===== config.mk =====
export PLATFORM = sky130hd
export DESIGN_NAME = cbm_window_alu
export DESIGN_NICKNAME = d
export VERILOG_FILES = /design/src/cbm_pkg.sv /design/src/cbm_window_alu.sv
export SDC_FILE = /design/constraint.sdc
export NUM_CORES = 1
export LEC_CHECK = 0
export ABC_AREA = 1
export BUFFER_PORTS_ARGS = -buffer_cell sky130_fd_sc_hd__buf_4
export CAP_MARGIN = 25
export CORE_AREA = 2 2 59 61
export CTS_CLUSTER_DIAMETER = 120
export DETAILED_ROUTE_END_ITERATION = 10
export DIE_AREA = 0 0 61 63
export PLACE_DENSITY_LB_ADDON = 0.1
export SYNTH_ARGS = -nofsm -noshare
export SYNTH_HDL_FRONTEND = slang
export SYNTH_SLANG_ARGS = --single-unit

===== constraint.sdc =====
create_clock -name clk -period 1.5 [get_ports clk]
set_clock_uncertainty 0.15 [all_clocks]
set_input_delay 0.375 -clock clk [delete_from_list [all_inputs] [get_ports clk]]
set_output_delay 0.375 -clock clk [all_outputs]
set_load 0.02 [all_outputs]

===== src/cbm_pkg.sv =====
`timescale 1ns / 1ps
// ============================================================================
// cbm_pkg
// Shared types and constants for the cross-window binary morphology block.
// ============================================================================
package cbm_pkg;

    localparam int PIX_W      = 8;
    localparam int ROW_W      = 13;   // input row counter, runs into the tail
    localparam int OROW_W     = 12;   // output row counter
    localparam int CFG_IDX_W  = 2;
    localparam int CFG_DATA_W = 13;
    localparam int FW_W       = 11;
    localparam int FH_W       = 13;

    localparam logic [PIX_W-1:0] PIX_HIGH = 8'd255;
    localparam logic [PIX_W-1:0] PIX_LOW  = 8'd0;

    localparam logic [FH_W-1:0] H_MIN = 13'd3;
    localparam logic [FH_W-1:0] H_MAX = 13'd4096;
    localparam logic [FW_W-1:0] W_MIN = 11'd3;

    localparam logic [FW_W-1:0] WIDTH_RESET  = 11'd640;
    localparam logic [FH_W-1:0] HEIGHT_RESET = 13'd480;

    localparam logic MODE_ERODE  = 1'b0;
    localparam logic MODE_DILATE = 1'b1;

    typedef enum logic [CFG_IDX_W-1:0] {
        REG_MORPH_MODE   = 2'd0,
        REG_APPLY_ENABLE = 2'd1,
        REG_FRAME_WIDTH  = 2'd2,
        REG_FRAME_HEIGHT = 2'd3
    } cfg_reg_t;

    typedef struct packed {
        logic            morph_mode;
        logic            apply_enable;
        logic [FW_W-1:0] frame_width;
        logic [FH_W-1:0] frame_height;
    } cfg_t;

    typedef struct packed {
        logic emit;     // this item produces a result
        logic border;   // the result pixel sits on the frame border
        logic last;     // the result pixel is the final one of the frame
    } flags_t;

endpackage


===== src/cbm_window_alu.sv =====
`timescale 1ns / 1ps
// ============================================================================
// cbm_window_alu
// Window taps for the current line and the erode / dilate decision on the
// cross-shaped neighbourhood.
// ============================================================================
module cbm_window_alu (
    input  logic                      clk,
    input  logic                      rst_n,
    input  logic                      adv,
    input  cbm_pkg::cfg_t             cfg,
    input  logic                      border,
    input  logic [cbm_pkg::PIX_W-1:0] pix,
    input  logic [cbm_pkg::PIX_W-1:0] up,
    input  logic [cbm_pkg::PIX_W-1:0] right,
    output logic [cbm_pkg::PIX_W-1:0] res,
    output logic [cbm_pkg::PIX_W-1:0] center
);

    logic [cbm_pkg::PIX_W-1:0] tap0_reg;
    logic [cbm_pkg::PIX_W-1:0] tap1_reg;
    logic [cbm_pkg::PIX_W-1:0] tap2_reg;
    logic [cbm_pkg::PIX_W-1:0] down;
    logic [cbm_pkg::PIX_W-1:0] left;
    logic                      any_low;
    logic                      any_high;

    assign down   = tap0_reg;
    assign center = tap1_reg;
    assign left   = tap2_reg;

    assign any_low  = (up == cbm_pkg::PIX_LOW) || (down == cbm_pkg::PIX_LOW) ||
                      (left == cbm_pkg::PIX_LOW) || (right == cbm_pkg::PIX_LOW);
    assign any_high = (up == cbm_pkg::PIX_HIGH) || (down == cbm_pkg::PIX_HIGH) ||
                      (left == cbm_pkg::PIX_HIGH) || (right == cbm_pkg::PIX_HIGH);

    always_comb
    begin
        if (!cfg.apply_enable)
        begin
            res = center;
        end
        else if (cfg.morph_mode == cbm_pkg::MODE_ERODE)
        begin
            res = (!border && any_low) ? cbm_pkg::PIX_LOW : center;
        end
        else if (border)
        begin
            res = cbm_pkg::PIX_LOW;
        end
        else
        begin
            res = any_high ? cbm_pkg::PIX_HIGH : center;
        end
    end

    always_ff @(posedge clk or negedge rst_n)
    begin
        if (!rst_n)
        begin
            tap0_reg <= '0;
            tap1_reg <= '0;
            tap2_reg <= '0;
        end
        else if (adv)
        begin
            tap2_reg <= tap1_reg;
            tap1_reg <= right;
            tap0_reg <= pix;
        end
    end

endmodule


==> flow_metrics.env <==
export IMPL_violations="negative setup slack"
export IMPL_maxCapViolCount=0
export IMPL_synth_distinct_cells=11
export IMPL_synth_top_family_by_area="simple AND/OR/NAND/NOR gates"
export IMPL_r2r_setup_slack_ns=0.35
export IMPL_syn_to_final_growth_pct=46.6
export IMPL_core_sq_mm=0.00323
export IMPL_slowest_stage="dfrtp_1"
export IMPL_muxShareOfSynthArea=0.0736
export IMPL_synth_top_area_frac=0.491
export IMPL_wl_per_cell_um=10.6
export IMPL_fill_cells=338
export IMPL_gp_congestion=0.725
export IMPL_grt_pass1_vias=1157
export IMPL_path_clk_slew_ns=0.13
export IMPL_cp_buffers_inverters=1
export IMPL_synthSimpleGateAreaFrac=0.290
export IMPL_syn_avg_cell_area_sq_um=7.51
export IMPL_power_mw=1.62
export IMPL_critPathArrivalTime_ns=1.58
export IMPL_dp_hpwl_um=2280
export IMPL_slew_headroom=0.649
export IMPL_outcome="finished with violations"
export IMPL_cts_htree_levels=1
export IMPL_fin_ws_ns=-0.607
export IMPL_hold_viol=0
export IMPL_layout_common_cells="buf_4, nor2_1, nand2_1"
export IMPL_fin_crit_ns=2.11
export IMPL_clk_latency_ns=0.31
export IMPL_clk_path_buf_depth=2
export IMPL_criticalPathCategory="reg2out"
export IMPL_min_path_type="in2reg"
export IMPL_cp_start_kind="flip-flop"
export IMPL_synth_area_top_cells="dfrtp_1, nor2_1, nand2_1"
export IMPL_synth_nets=217
export IMPL_p_per_area_mw_per_mm2=905
export IMPL_vias=1194
export IMPL_ant_nets=0
export IMPL_grt_overflow=0
export IMPL_syn_cell_area_sq_mm=0.00122
export IMPL_synth_xor_area_frac=0
export IMPL_portBuffers=45
export IMPL_cp_depth=9
export IMPL_drc_errors=0
export IMPL_fp_dieW_um=61
export IMPL_antenna_found_initial=0
export IMPL_critPathTopFamily="simple AND/OR/NAND/NOR gates"
export IMPL_start_util=0.379
export IMPL_layout_drive_gt1_share=0.377
export IMPL_viasPerCell=4.57
export IMPL_grt_max_degree=33
export IMPL_yosys_register_bits=24
export IMPL_cp_end_kind="output pin"
export IMPL_setup_violations=8
export IMPL_p_leak_nw=0.868
export IMPL_slew_violations=0
export IMPL_die_y_um=63
export IMPL_fmax_ghz=0.475
export IMPL_grt_use_total=0.161
export IMPL_routed_wl_um=2780
export IMPL_r2r_end="down[5]$_DFFE_PN0P_"
export IMPL_grt_pass1_wl_um=4710
export IMPL_r2r_cells=3
export IMPL_r2r_start="down[5]$_DFFE_PN0P_"
export IMPL_synth_compound_area_frac=0.0982
export IMPL_cts_tree="yes"
export IMPL_worstSetupStartpoint="down[3]$_DFFE_PN0P_"
export IMPL_antennaDiodeCount=0
export IMPL_die_area_sq_mm=0.00384
export IMPL_yosysSeqAreaShare=0.491
export IMPL_final_common_cell="buf_4"
export IMPL_first_pass_iters=4
export IMPL_syn_instance_count=163
export IMPL_cts_num_sinks=24
export IMPL_worstPathMaxFanout=8
export IMPL_crit_path_frequent_cell="nor2_1"
export IMPL_nNetsFinal=270
export IMPL_fp_row_count=21
export IMPL_ir_worst_vdd_mv=0.486
export IMPL_cts_root_buf="clkbuf_4"
export IMPL_required_ns=0.97
export IMPL_yosys_area_share_adder=0
export IMPL_tns_ns=-4.76
export IMPL_synth_warnings=0
export IMPL_yosysTopAreaCell="dfrtp_1"
export IMPL_worst_pin_slew_ns=0.526
export IMPL_period_share=1.40
export IMPL_ios=70
export IMPL_crit_chain="nor2_1 -> nand2_1 -> nor2_1 -> nor2_1 -> nand2_1 -> nand2_2 -> nand2_4 -> a21oi_2 -> buf_4"
export IMPL_critPathMaxStageDelay_ns=0.41
export IMPL_endpoint="res[6]"
export IMPL_cts_buffers=3
export IMPL_rsz0062_at_grt="true"
export IMPL_hold_slack_ns=0.125
export IMPL_drt_iter0_markers=40
==> power breakdown <==
group / internal (mW) / switching [mW] / total, mW
Sequential: 0.712 / 0.0503 / 0.763
Clock: 0.270 / 0.188 / 0.458
Combinational: 0.198 / 0.206 / 0.404
Total: 1.18 / 0.444 / 1.62
==> layout make-up <==
cell class | instances | area, sq um | share of cell area
Multi-Input combinational cell | 124 | 626 | 0.349
Sequential cell | 24 | 601 | 0.335
Timing Repair Buffer | 52 | 417 | 0.232
Tap cell | 46 | 57.6 | 0.0321
Inverter | 11 | 41.3 | 0.0230
Clock inverter | 1 | 30.0 | 0.0167
Clock buffer | 3 | 22.5 | 0.0126
==> flip-flops by register name, indices dropped and copies added, names as in the netlist <==
| register | count |
|---|---|
| down | 8 |
| center | 8 |
| left | 8 |
==> worst min path at each step <==
stage / endpoint / slack [ns] / start / cells after the start
global placement: left[3]$_DFFE_PN0P_ / 0.13 / rst_n / 1
detailed placement: center[3]$_DFFE_PN0P_ / 0.14 / rst_n / 1
finish: center[5]$_DFFE_PN0P_ / 0.13 / right[5] / 3
CTS: center[5]$_DFFE_PN0P_ / 0.11 / right[5] / 3
floorplan: center[0]$_DFFE_PN0P_ / -0.07 / rst_n / 0
global route: down[4]$_DFFE_PN0P_ / 0.10 / pix[4] / 2
==> worst reg2reg max path: stages, from the launching register on <==
cell,delay [ns]
dfrtp_1,0.41
buf_4,0.14
buf_4,0.12
mux2_2,0.24
==> routing by layer <==
metal	global-route usage	wire, um	part of all wire
met4	0.0571	21	0.0076
met5	0	0	0
met3	0.0228	143	0.052
met2	0.297	1440	0.52
met1	0.180	1170	0.42
==> kinds of logic (layout without fill, tap and decap cells) <==
logic type | Yosys count | count (layout)
DFF | 24 | 24
buffers and inverters | 15 | 67
AOI/OAI and AO/OA | 24 | 24
and+or+nand+nor | 92 | 92
muxes | 8 | 8
==> cells in the mapped netlist, drive strengths merged <==
cell type and count:
a21oi 16, buf 1, o21ai 8, inv 11
dfrtp 24, mux2 8, clkbuf 3, nand2 42
nor2 50
==> repair_timing <==
action                                 4_1_cts  5_1_grt
hold buffers                                 1        0
endpoints found under the hold margin       24        0
setup buffers                                1        2
setup endpoints to repair                    8        8
pin swaps                                   10        1
gates resized for setup                      3        4
==> through the flow <==
stage	utilization	instance area [sq um]	worst slack [ns]	instances
3_3_place_gp	0.521	1690	-0.429	253
2_1_floorplan	-	1270	-0.130	163
6_report	0.555	1790	-0.607	261
3_5_place_dp	0.521	1690	-0.459	253
4_1_cts	0.546	1770	-0.643	259
5_1_grt	0.555	1790	-0.787	261
(Power assumes the default switching activity.)
