**src/cbm_pkg.sv**
```systemverilog
`timescale 1ns / 1ps
// ============================================================================
// cbm_pkg
// Shared types and constants for the cross-window binary morphology block.
// ============================================================================
package cbm_pkg;

    localparam int PIX_W      = 8;
    localparam int ROW_W      = 13;   // input row counter, runs into the tail
    localparam int OROW_W     = 12;   // output row counter
    localparam int CFG_IDX_W  = 2;
    localparam int CFG_DATA_W = 13;
    localparam int FW_W       = 11;
    localparam int FH_W       = 13;

    localparam logic [PIX_W-1:0] PIX_HIGH = 8'd255;
    localparam logic [PIX_W-1:0] PIX_LOW  = 8'd0;

    localparam logic [FH_W-1:0] H_MIN = 13'd3;
    localparam logic [FH_W-1:0] H_MAX = 13'd4096;
    localparam logic [FW_W-1:0] W_MIN = 11'd3;

    localparam logic [FW_W-1:0] WIDTH_RESET  = 11'd640;
    localparam logic [FH_W-1:0] HEIGHT_RESET = 13'd480;

    localparam logic MODE_ERODE  = 1'b0;
    localparam logic MODE_DILATE = 1'b1;

    typedef enum logic [CFG_IDX_W-1:0] {
        REG_MORPH_MODE   = 2'd0,
        REG_APPLY_ENABLE = 2'd1,
        REG_FRAME_WIDTH  = 2'd2,
        REG_FRAME_HEIGHT = 2'd3
    } cfg_reg_t;

    typedef struct packed {
        logic            morph_mode;
        logic            apply_enable;
        logic [FW_W-1:0] frame_width;
        logic [FH_W-1:0] frame_height;
    } cfg_t;

    typedef struct packed {
        logic emit;     // this item produces a result
        logic border;   // the result pixel sits on the frame border
        logic last;     // the result pixel is the final one of the frame
    } flags_t;

endpackage

```
**src/cbm_scan_ctrl.sv**
```systemverilog
`timescale 1ns / 1ps
// ============================================================================
// cbm_scan_ctrl
// Input and output raster position counters, geometry clamping, and the
// per-item addressing and result flags.
// ============================================================================
module cbm_scan_ctrl #(
    parameter int MAX_WIDTH = 1024
) (
    input  logic                         clk,
    input  logic                         rst_n,
    input  cbm_pkg::cfg_t                cfg,
    input  logic                         restart,
    input  logic                         step,
    input  logic                         flush,
    input  logic [cbm_pkg::PIX_W-1:0]    pixel_in,
    output logic                         enter,
    output logic [cbm_pkg::PIX_W-1:0]    pix,
    output logic [$clog2(MAX_WIDTH)-1:0] col,
    output logic [$clog2(MAX_WIDTH)-1:0] lcol,
    output cbm_pkg::flags_t              flags
);

    localparam int CW  = $clog2(MAX_WIDTH);
    localparam int WEW = $clog2(MAX_WIDTH + 1);

    logic [CW-1:0]                in_col_reg, in_col_next;
    logic [cbm_pkg::ROW_W-1:0]    in_row_reg, in_row_next;
    logic [CW-1:0]                ocol_reg, ocol_next;
    logic [cbm_pkg::OROW_W-1:0]   orow_reg, orow_next;

    logic [WEW-1:0]               w_eff;
    logic [CW-1:0]                w_last;
    logic [cbm_pkg::FH_W-1:0]     h_eff;
    logic [cbm_pkg::FH_W-1:0]     h_last;
    logic                         in_frame;
    logic                         col_wrap;
    logic                         ocol_wrap;

    always_comb
    begin
        if (cfg.frame_width < cbm_pkg::W_MIN)
        begin
            w_eff = WEW'(cbm_pkg::W_MIN);
        end
        else if (32'(cfg.frame_width) > MAX_WIDTH)
        begin
            w_eff = WEW'(MAX_WIDTH);
        end
        else
        begin
            w_eff = WEW'(cfg.frame_width);
        end

        if (cfg.frame_height < cbm_pkg::H_MIN)
        begin
            h_eff = cbm_pkg::H_MIN;
        end
        else if (cfg.frame_height > cbm_pkg::H_MAX)
        begin
            h_eff = cbm_pkg::H_MAX;
        end
        else
        begin
            h_eff = cbm_pkg::FH_W'(cfg.frame_height);
        end
    end

    assign w_last = CW'(w_eff - WEW'(1));
    assign h_last = h_eff - cbm_pkg::FH_W'(1);

    // The column counter never reaches the width, so the row alone tells
    // whether frame pixels are still due.
    assign in_frame = in_row_reg < h_eff;
    assign enter    = step && !(flush && in_frame);
    assign pix      = in_frame ? pixel_in : cbm_pkg::PIX_LOW;
    assign col      = in_col_reg;
    assign lcol     = (in_col_reg == '0) ? w_last : in_col_reg - CW'(1);

    assign flags.emit   = (in_row_reg >= cbm_pkg::ROW_W'(2)) ||
                          ((in_row_reg == cbm_pkg::ROW_W'(1)) && (in_col_reg != '0));
    assign flags.border = (orow_reg == '0) || ({1'b0, orow_reg} >= h_last) ||
                          (ocol_reg == '0) || (ocol_reg == w_last);
    assign flags.last   = ({1'b0, orow_reg} == h_last) && (ocol_reg == w_last);

    assign col_wrap  = in_col_reg == w_last;
    assign ocol_wrap = ocol_reg == w_last;

    always_comb
    begin
        in_col_next = in_col_reg;
        in_row_next = in_row_reg;
        ocol_next   = ocol_reg;
        orow_next   = orow_reg;
        if (restart)
        begin
            in_col_next = '0;
            in_row_next = '0;
            ocol_next   = '0;
            orow_next   = '0;
        end
        else if (enter)
        begin
            if (col_wrap)
            begin
                in_col_next = '0;
                in_row_next = in_row_reg + cbm_pkg::ROW_W'(1);
            end
            else
            begin
                in_col_next = in_col_reg + CW'(1);
            end
            if (flags.emit)
            begin
                if (flags.last)
                begin
                    in_col_next = '0;
                    in_row_next = '0;
                    ocol_next   = '0;
                    orow_next   = '0;
                end
                else if (ocol_wrap)
                begin
                    ocol_next = '0;
                    orow_next = orow_reg + cbm_pkg::OROW_W'(1);
                end
                else
                begin
                    ocol_next = ocol_reg + CW'(1);
                end
            end
        end
    end

    always_ff @(posedge clk or negedge rst_n)
    begin
        if (!rst_n)
        begin
            in_col_reg <= '0;
            in_row_reg <= '0;
            ocol_reg   <= '0;
            orow_reg   <= '0;
        end
        else
        begin
            in_col_reg <= in_col_next;
            in_row_reg <= in_row_next;
            ocol_reg   <= ocol_next;
            orow_reg   <= orow_next;
        end
    end

endmodule

```
**config.mk**
```make
export PLATFORM = sky130hd
export DESIGN_NAME = cbm_scan_ctrl
export DESIGN_NICKNAME = d
export VERILOG_FILES = /design/src/cbm_pkg.sv /design/src/cbm_scan_ctrl.sv
export SDC_FILE = /design/constraint.sdc
export NUM_CORES = 1
export LEC_CHECK = 0
export BUFFER_PORTS_ARGS = -buffer_cell sky130_fd_sc_hd__buf_2
export CELL_PAD_IN_SITES_DETAIL_PLACEMENT = 1
export CELL_PAD_IN_SITES_GLOBAL_PLACEMENT = 2
export CORE_MARGIN = 2
export CORE_UTILIZATION = 34
export CTS_CLUSTER_DIAMETER = 80
export CTS_CLUSTER_SIZE = 30
export DETAILED_ROUTE_END_ITERATION = 6
export GPL_ROUTABILITY_DRIVEN = 0
export PLACE_DENSITY_LB_ADDON = 0.12
export SETUP_SLACK_MARGIN = 0.02
export SKIP_CTS_REPAIR_TIMING = 1
export SYNTH_ARGS = -nofsm -noshare
export SYNTH_HDL_FRONTEND = slang
export SYNTH_SLANG_ARGS = --single-unit
```
**constraint.sdc**
```tcl
create_clock -name clk -period 4.3 [get_ports clk]
set_input_delay 0.215 -clock clk [delete_from_list [all_inputs] [get_ports clk]]
set_output_delay 0.215 -clock clk [all_outputs]
set_load 0.05 [all_outputs]
```
==> impl_metrics.yaml, run 1 <==
synthesis:
  yosys.area.top_type_share_pct: 22.1
  synth_top_family_by_area: "simple AND/OR/NAND/NOR gates"
  synthMuxAreaShare_pct: 1.96
  synth_xor_area_share_pct: 5.33
  yosys_warnings: 0
  synth_area_um2: 5090
  synthSimpleGateAreaFrac_pct: 34.7
  synth_edf_count: 0
  synthAdderAreaFrac_pct: 8.79
  syn_area_per_cell_um2: 7.56
  synth-main-ff-cell: "dfrtp_1"
  synth_seq_cells: 45
  ys_types: 75
  synthCells: 674
  synthTopCellsByArea: "dfrtp_1 (22%), ha_1 (8.6%), nand2_1 (4.9%), nor2_1 (4.3%), xnor2_1 (4.1%)"
  yosysSeqAreaShare_pct: 22.1
  yosysTopAreaCell: "dfrtp_1"
  synth_compound_area_share_pct: 22.0
  synth_nets: 748
  synth_async_sr_flop_share_pct: 100
pwr:
  power.switching_mw: 0.509
  ir_worst_vdd_uv: 146
  combPwrFrac_pct: 32.9
  leakagePower_nw: 2.51
  internal-power_mw: 0.855
  p_per_area_nw_per_um2: 230
  p_sw_share_pct: 37.3
  pwr-share-clk_pct: 35.5
  seqPwrFrac_pct: 31.7
global_routing:
  grt_overflow_total: 0
  antenna_found_initial: 0
  grt_max_degree: 46
  grt_pass1_vias: 5800
  grt_usage_pct: 23.2
  grt_pass1_wl_um: 30200
clock_network:
  h-tree-depth: 2
  root_buffer: "clkbuf_16"
  cts.sinks: 45
  cts_tree: "built"
  clk_pin_slew_ns: 0.07
  cts_buffer_depth: 2
  insertion_delay_ns: 0.30
  cts-buffers-inserted: 5
finish:
  n_antenna_cell: 0
  drive_above_1_share_pct: 17.7
  fin_util_pct: 40.7
  layoutNonFillerInstCount: 931
  nNetsFinal: 820
  area_delta_synth_final_pct: 16.5
  largest_register_ffs: 13
worst_setup_path:
  slowest_delay_ns: 0.61
  critPathLaunchType: "input pin"
  cp_common_cell: "buf_2"
  slowest_stage: "or4_4"
  cp.buffers_inverters: 3
  crit_required_ns: 4.09
  critPathCaptureType: "output port"
  cp_cell_sequence: "buf_2 -> or4_1 -> nor2_1 -> o21ai_0 -> ha_1 -> buf_4 -> xnor2_1 -> a21oi_1 -> nor4b_1 -> and4b_1 -> o211ai_1 -> or4_4 -> nand3_1 -> a21o_1 -> buf_2"
  crit_type: "input pin to output port"
  cp_top_family: "simple AND/OR/NAND/NOR gates"
  arrival_ns: 3.79
  rrSetupSlack_ns: 1.17
  crit_fanout: 13
floorplanning:
  placementRows: 44
  dieArea_um2: 16000
  start_util_pct: 34.9
  die_w_um: 126
  coreArea_um2: 14600
  boundaryPins: 71
  die_h_um: 126
route:
  avgViaCountPerCell: 6.02
  drt_first_pass_iters: 4
  wl_per_cell_um: 19.7
  drtAntennaViolNets: 0
  vias: 5605
  totalWireLength_um: 18400
  drc: 0
  drt_iter0_drc: 346
timing:
  setup_violations: 0
  clock_skew_ns: 0.00788
  period_share_pct: 93.2
  tightest_slew_ns: 0.932
  fmax_ghz: 0.250
  rsz0062_at_grt: "no"
  hold_viol: 0
  timing.final.ws_setup_ns: 0.293
  report.final.slew_viol_count: 0
  fin_tns_setup_ns: 0
  slew_headroom_pct: 37.3
  layout_min_cycle_time_ns: 4.01
place:
  dpl.cell_count: 923
  place_ws_ns: 0.165
  hpwl_um: 14300
  port_buffers: 68
worst_hold_path:
  min_path_type: "input pin to async pin"
outcome:
  status: "complete, no violations"
run:
  cap_violations: 0
-- layout by cell type, fill, tap and decap left out, types with 17 or more instances in the layout --
master,synthesis,layout
buf_2,5,68
ha_1,35,35
a21oi_1,41,41
xnor2_1,24,24
o21ai_0,32,32
nor3_1,25,25
nor2_1,58,58
dfrtp_1,45,45
and3_1,25,25
inv_1,26,26
or3_1,17,17
nand2_1,67,67
nand4_1,19,19
nand3_1,38,38
buf_4,1,33
-- power by group through the flow --
stage	clock network, mW	registers (mW)	logic, mW
floorplan	0	0.446	0.292
global placement	0	0.440	0.439
detailed placement	0	0.441	0.448
CTS	0.493	0.432	0.451
global route	0.511	0.433	0.487
finish	0.484	0.432	0.448
-- cell usage after synthesis, types with 5 or more instances --
library cell   n
nand2b_1       7
o21ai_0       32
nor3b_1        5
a31oi_1       11
nand3_1       38
a211oi_1       7
nand2_1       67
ha_1          35
nor2_1        58
and3_1        25
xnor2_1       24
mux2i_1       10
nor3_1        25
xor2_1         7
o211ai_1      10
dfrtp_1       45
inv_1         26
o31ai_1        5
buf_2          5
a21o_1         5
a21oi_1       41
nor4_1        13
nor2b_1       13
clkbuf_1      24
or4_1          7
or3_1         17
and4_1         6
nand4_1       19
-- routing by layer --
metal / routed length, µm / up-vias / track usage (%)
li1: - / 2672 / -
met1: 8260 / 2778 / 30.3
met2: 9020 / 132 / 40.3
met3: 752 / 23 / 2.91
met4: 329 / 0 / 6.59
met5: 0 / - / 0
-- worst paths after layout --
kind,start,end,depth (start not counted)
min reg2reg,in_row_reg[12],in_row_reg[12],2
min in group clk,restart,ocol_reg[1],2
min,rst_n,in_row_reg[8],2
max reg2reg,col[2],col[7],10
max,cfg[19],flags[1],15
max in group asynchronous,rst_n,ocol_reg[8],2
-- cell families (layout without fill, tap and decap cells) --
group,after synthesis,in the layout
AOI/OAI and AO/OA,162,162
xor gates and xnor gates,31,31
adders and majority gates,36,36
buffers and inverters,63,136
DFF,45,45
muxes,10,10
and+or+nand+nor,327,327
-- cell type report --
class	count	area [µm²]
Fill cell	1828	8650
Multi-Input combinational cell	566	3720
Sequential cell	45	1130
Timing Repair Buffer	101	588
Tap cell	184	230
Clock buffer	7	143
Inverter	27	101
Clock inverter	1	30.0
-- through the flow --
| step | area [µm²] | hold WS, ns | power (mW) |
|---|---|---|---|
| after floorplan | 5100 | -0.0806 | 0.738 |
| after CTS | 5930 | 0.0360 | 1.38 |
| final | 5940 | 0.00678 | 1.36 |
| after detailed placement | 5760 | 0.363 | 0.889 |
| after global placement | 5760 | 0.351 | 0.880 |
| after global routing | 5940 | 0.0649 | 1.43 |
(Power assumes the default switching activity.)
==> inputs of run 2 (changes only) <==
Settings changed: HOLD_SLACK_MARGIN set to 0.06, PLACE_DENSITY_LB_ADDON 0.12 to 0.15.
==> run 2 against run 1 <==
Highest routed layer is now met5. Via count shrank 0.11%. Design area is 0.57% lower. Clock skew is 0.0024 ns lower. Clock power fell by 16%. Register-to-register slack about the same.
==> impl_metrics.yaml, run 2 (synthesis results as in run 1) <==
route:
  drc: 0
  drt_iter0_drc: 277
  drt_first_pass_iters: 4
  drtAntennaViolNets: 0
  avgViaCountPerCell: 6.01
  wl_per_cell_um: 19.9
  totalWireLength_um: 18500
  vias: 5599
pwr:
  p_sw_share_pct: 39.4
  ir_worst_vdd_uv: 138
  pwr-share-clk_pct: 31.5
  seqPwrFrac_pct: 33.7
  p_per_area_nw_per_um2: 217
  leakagePower_nw: 2.50
  finalPower_mw: 1.28
  power.switching_mw: 0.506
  internal-power_mw: 0.778
  combPwrFrac_pct: 34.8
timing:
  layout_min_cycle_time_ns: 4.02
  tightest_slew_ns: 0.958
  period_share_pct: 93.4
  report.final.slew_viol_count: 0
  rsz0062_at_grt: "no"
  clock_skew_ns: 0.00547
  fmax_ghz: 0.249
  setup_violations: 0
  slew_headroom_pct: 35.5
  hold_viol: 0
  whs_ns: 0.00523
  fin_tns_setup_ns: 0
worst_setup_path:
  arrival_ns: 3.80
  crit_type: "input pin to output port"
  crit_required_ns: 4.09
  critPathLaunchType: "input pin"
  crit_fanout: 13
  critPathCaptureType: "output port"
finish:
  drive_above_1_share_pct: 17.7
  n_antenna_cell: 0
  register_area_um2: 1130
  nNetsFinal: 820
  fill_cells: 1813
  layout_commonest_cell: "buf_2"
  area_delta_synth_final_pct: 15.8
  largest_register_ffs: 13
  multi_input_area_um2: 3720
  layout_common_cells: "buf_2 (68), nand2_1 (67), nor2_1 (58)"
global_routing:
  grt_pass1_wl_um: 30600
  grt_max_degree: 46
  grt_usage_pct: 23.5
  grt_overflow_total: 0
  grt_pass1_vias: 5909
  antenna_found_initial: 1
floorplanning:
  placementRows: 44
  die_h_um: 126
  coreArea_um2: 14600
  dieArea_um2: 16000
  die_w_um: 126
  start_util_pct: 34.9
  boundaryPins: 71
clock_network:
  cts-buffers-inserted: 5
  cts.sinks: 45
  root_buffer: "clkbuf_16"
  clk_pin_slew_ns: 0.06
  cts_buffer_depth: 2
  cts_tree: "built"
  insertion_delay_ns: 0.30
  h-tree-depth: 2
outcome:
  status: "complete, no violations"
worst_hold_path:
  min_path_type: "input pin to async pin"
place:
  hpwl_um: 14400
  port_buffers: 68
run:
  cap_violations: 0
run 2: cell count changes in the layout (fill, tap and decap cells not counted):
cell       previous run  this run
clkinv_2              0         2
clkbuf_8              1         0
bufinv_16             1         0
run 2: cell type report:
cell class | instances | share of cell area [%]
sequential | 45 | 19.1
multi-input combinational | 566 | 63.0
tap | 184 | 3.90
clock inverter | 2 | 0.170
inverter | 27 | 1.72
clock buffer | 6 | 2.18
timing repair buffer | 101 | 9.96
run 2: worst paths after layout:
| check | start | to | slack (ns) | cells past startpoint |
|---|---|---|---|---|
| setup / recovery | cfg[19] | flags[1] | 0.28 | 15 |
| hold / removal | rst_n | in_row_reg[8] | 0.005 | 2 |
| setup reg to reg | col[2] | ocol_reg[5] | 1.16 | 10 |
| hold reg to reg | in_row_reg[12] | in_row_reg[12] | 0.59 | 2 |
| max in group asynchronous | rst_n | orow_reg[9] | 3.86 | 2 |
| min in group clk | restart | ocol_reg[0] | 0.35 | 2 |
run 2: stage by stage:
stage                     setup slack [ns]  instance area (µm²)  util, %  std cells
after floorplan                      0.205                 5100        -        674
after global placement               0.243                 5760     39.5        923
after detailed placement             0.197                 5760     39.5        923
after CTS                            0.187                 5900     40.4        931
after global routing                0.0970                 5900     40.5        931
final                                0.284                 5900     40.5        931
run 2: routing by layer:
layer	part of all wire (%)	wire [µm]	vias up	GRT usage, %
li1	-	-	2672	-
met1	46	8410	2771	30.0
met2	48	8960	131	41.0
met3	4.1	754	23	3.58
met4	1.9	345	2	6.85
met5	0.038	7	-	0
run 2: power by group through the flow:
stage / combinational [mW] / sequential, mW / clock [mW]
2_1_floorplan: 0.292 / 0.446 / 0
3_3_place_gp: 0.438 / 0.440 / 0
3_5_place_dp: 0.447 / 0.440 / 0
4_1_cts: 0.448 / 0.432 / 0.419
5_1_grt: 0.485 / 0.432 / 0.430
6_report: 0.447 / 0.432 / 0.405
run 2: worst max-delay path: stages:
cell     delay, ns
buf_2         0.24
nor4_4        0.08
a21oi_1       0.21
nor2_1        0.09
inv_1         0.09
ha_1          0.40
or3b_2        0.51
o221a_4       0.25
or3_4         0.39
nand2_1       0.08
nand4_1       0.10
or4_4         0.62
nand3_1       0.17
a21o_1        0.10
buf_2         0.25
==> inputs of run 3 (changes only) <==
Settings changed: ABC_AREA set to 1, CORE_UTILIZATION 34 to 32.
==> run 3 against run 2 <==
Clock skew rose by 0.00083 ns. Maximum frequency rose by 6.6%. Final cell count rose by 16%. Non-clock buffer count fell by 30. Die area rose by 4.9%. Critical path type unchanged. Critical endpoint unchanged.
==> impl_metrics.yaml, run 3 <==
outcome:
  status: "complete, no violations"
timing:
  layout_min_cycle_time_ns: 3.77
  setup_violations: 0
  tightest_slew_ns: 0.728
  period_share_pct: 87.6
  fmax_ghz: 0.265
  clock_skew_ns: 0.00630
  slew_headroom_pct: 50.9
  hold_viol: 0
  fin_tns_setup_ns: 0
  rsz0062_at_grt: "no"
  report.final.slew_viol_count: 0
global_routing:
  grt_max_degree: 46
  antenna_found_initial: 0
  grt_usage_pct: 20.3
  grt_overflow_total: 0
  grt_pass1_vias: 5532
  grt_pass1_wl_um: 27400
synthesis:
  synth_area_um2: 5040
  synthTopCellsByArea: "dfrtp_1 (22%), nand2_1 (17%), inv_1 (9.2%), ha_1 (8.7%), nand3_1 (8.3%)"
  synthCells: 802
  synth_edf_count: 0
  yosysSeqAreaShare_pct: 22.3
  synth_nets: 876
  yosysMostFrequentCell: "nand2_1"
  synth-main-ff-cell: "dfrtp_1"
  syn_area_per_cell_um2: 6.28
  ys_types: 46
  synth_seq_cells: 45
  yosysTopAreaCell: "dfrtp_1"
  synth_async_sr_flop_share_pct: 100
  synth_common_cells: "nand2_1 (224), inv_1 (124), nand3_1 (84)"
  yosys.area.top_type_share_pct: 22.3
  yosys_warnings: 0
place:
  port_buffers: 68
  hpwl_um: 13800
  dpl_cell_area_um2: 5580
finish:
  multi_input_area_um2: 3330
  nNetsFinal: 942
  area_delta_synth_final_pct: 13.4
  n_antenna_cell: 0
  drive_above_1_share_pct: 14.8
  layout_common_cells: "nand2_1 (224), inv_1 (124), nand3_1 (84)"
  register_area_um2: 1130
  fin_area_um2: 5710
  fin_util_pct: 37.3
  fill_cells: 2083
  layout_commonest_cell: "nand2_1"
  largest_register_ffs: 13
route:
  drc: 0
  drt_first_pass_iters: 4
  drt_iter0_drc: 272
  totalWireLength_um: 16400
  avgViaCountPerCell: 4.91
  wl_per_cell_um: 15.2
  drtAntennaViolNets: 0
  vias: 5308
floorplanning:
  die_h_um: 129
  die_w_um: 129
  start_util_pct: 32.9
  placementRows: 45
  boundaryPins: 71
  dieArea_um2: 16800
  coreArea_um2: 15300
worst_setup_path:
  critPathLaunchType: "input pin"
  cp.buffers_inverters: 3
  cp_cell_sequence: "buf_2 -> or2_0 -> nor2_1 -> nand3_1 -> nand2_1 -> nand2_1 -> nand2_1 -> inv_1 -> ha_1 -> xor2_1 -> ha_1 -> nand2_1 -> o21ai_0 -> a21oi_1 -> o211ai_1 -> a21oi_1 -> o211ai_1 -> nand2_1 -> nand2_1 -> a21oi_1 -> nand2_1 -> buf_2"
  cp_top_family: "simple AND/OR/NAND/NOR gates"
  crit_fanout: 15
  critPathCaptureType: "output port"
  cp_common_cell: "nand2_1"
  slowest_stage: "ha_1"
  crit_required_ns: 4.09
  slowest_delay_ns: 0.32
  crit_type: "input pin to output port"
  arrival_ns: 3.55
clock_network:
  insertion_delay_ns: 0.29
  h-tree-depth: 2
  cts_buffer_depth: 2
  root_buffer: "clkbuf_16"
  cts.sinks: 45
  cts-buffers-inserted: 5
  cts_tree: "built"
  clk_pin_slew_ns: 0.06
pwr:
  pwr-share-clk_pct: 21.1
  p_sw_share_pct: 50.6
  leakagePower_nw: 3.06
  p_per_area_nw_per_um2: 317
  combPwrFrac_pct: 52.4
  seqPwrFrac_pct: 26.5
  finalPower_mw: 1.81
  internal-power_mw: 0.894
  power.switching_mw: 0.916
  ir_worst_vdd_uv: 346
run:
  cap_violations: 0
worst_hold_path:
  min_path_type: "input pin to async pin"
[run 3: path summary, 6_finish.rpt]
kind	start	to	slack (ns)	cells after the start
max	cfg[11]	flags[1]	0.53	22
min	rst_n	ocol_reg[8]	0.02	2
max reg2reg	col[0]	ocol_reg[4]	1.14	18
min reg2reg	orow_reg[0]	orow_reg[0]	0.52	1
max in group asynchronous	rst_n	in_row_reg[8]	3.84	2
min in group clk	step	in_row_reg[2]	0.45	5
[run 3: routing by layer]
layer	share of wire (%)	vias to the layer above	global-route usage, %	wire length [µm]
met1	50	2530	28.4	8240
li1	-	2726	-	-
met2	47	45	34.5	7710
met4	0.76	0	3.48	125
met5	0	-	0	0
met3	1.9	7	2.15	318
[run 3: cells by family (layout without fill, tap and decap cells)]
group | Yosys count | in the layout | synth area share [%]
AO/OA/AOI/OAI | 82 | 82 | 9.78
XOR/XNOR | 24 | 24 | 4.17
adder cells (fa/ha/maj) | 35 | 35 | 8.69
buffers and inverters | 144 | 211 | 11.7
multiplexers | 1 | 1 | 0.199
AND/OR/NAND/NOR | 471 | 471 | 43.1
flip-flops | 45 | 45 | 22.3
[run 3: power by group through the flow]
stage / Combinational [mW] / Clock, mW / Sequential [mW]
6_report: 0.948 / 0.383 / 0.479
5_1_grt: 1.04 / 0.417 / 0.484
4_1_cts: 0.960 / 0.406 / 0.480
3_5_place_dp: 0.957 / 0 / 0.488
3_3_place_gp: 0.938 / 0 / 0.487
2_1_floorplan: 0.682 / 0 / 0.515
[run 3: layout make-up]
type / count / share of cell area (%)
Multi-Input combinational cell: 613 / 58.2
Sequential cell: 45 / 19.7
Inverter: 132 / 8.72
Timing Repair Buffer: 71 / 6.35
Tap cell: 211 / 4.62
Clock buffer: 8 / 2.39
[run 3: stage by stage]
| stage | hold slack (ns) | worst slack [ns] | std cells |
|---|---|---|---|
| final | 0.0249 | 0.533 | 1080 |
| after global routing | 0.0673 | 0.235 | 1080 |
| after CTS | 0.0564 | 0.480 | 1080 |
| after detailed placement | 0.367 | 0.494 | 1072 |
| after global placement | 0.364 | 0.651 | 1072 |
| after floorplan | -0.0806 | 1.05 | 802 |
[run 3: worst reg2reg max path: stages, from the launching register on]
cell	delay, ns
dfrtp_1	0.51
inv_1	0.23
ha_1	0.24
nand2_1	0.07
nor2_1	0.11
nand2_1	0.09
nor2_1	0.15
nand2_1	0.12
nor2_1	0.17
inv_2	0.07
nor2_4	0.19
inv_2	0.12
nand2_1	0.08
nand2_1	0.11
inv_2	0.10
o21ai_2	0.13
nand2_4	0.32
o21ai_0	0.15
a21oi_1	0.16
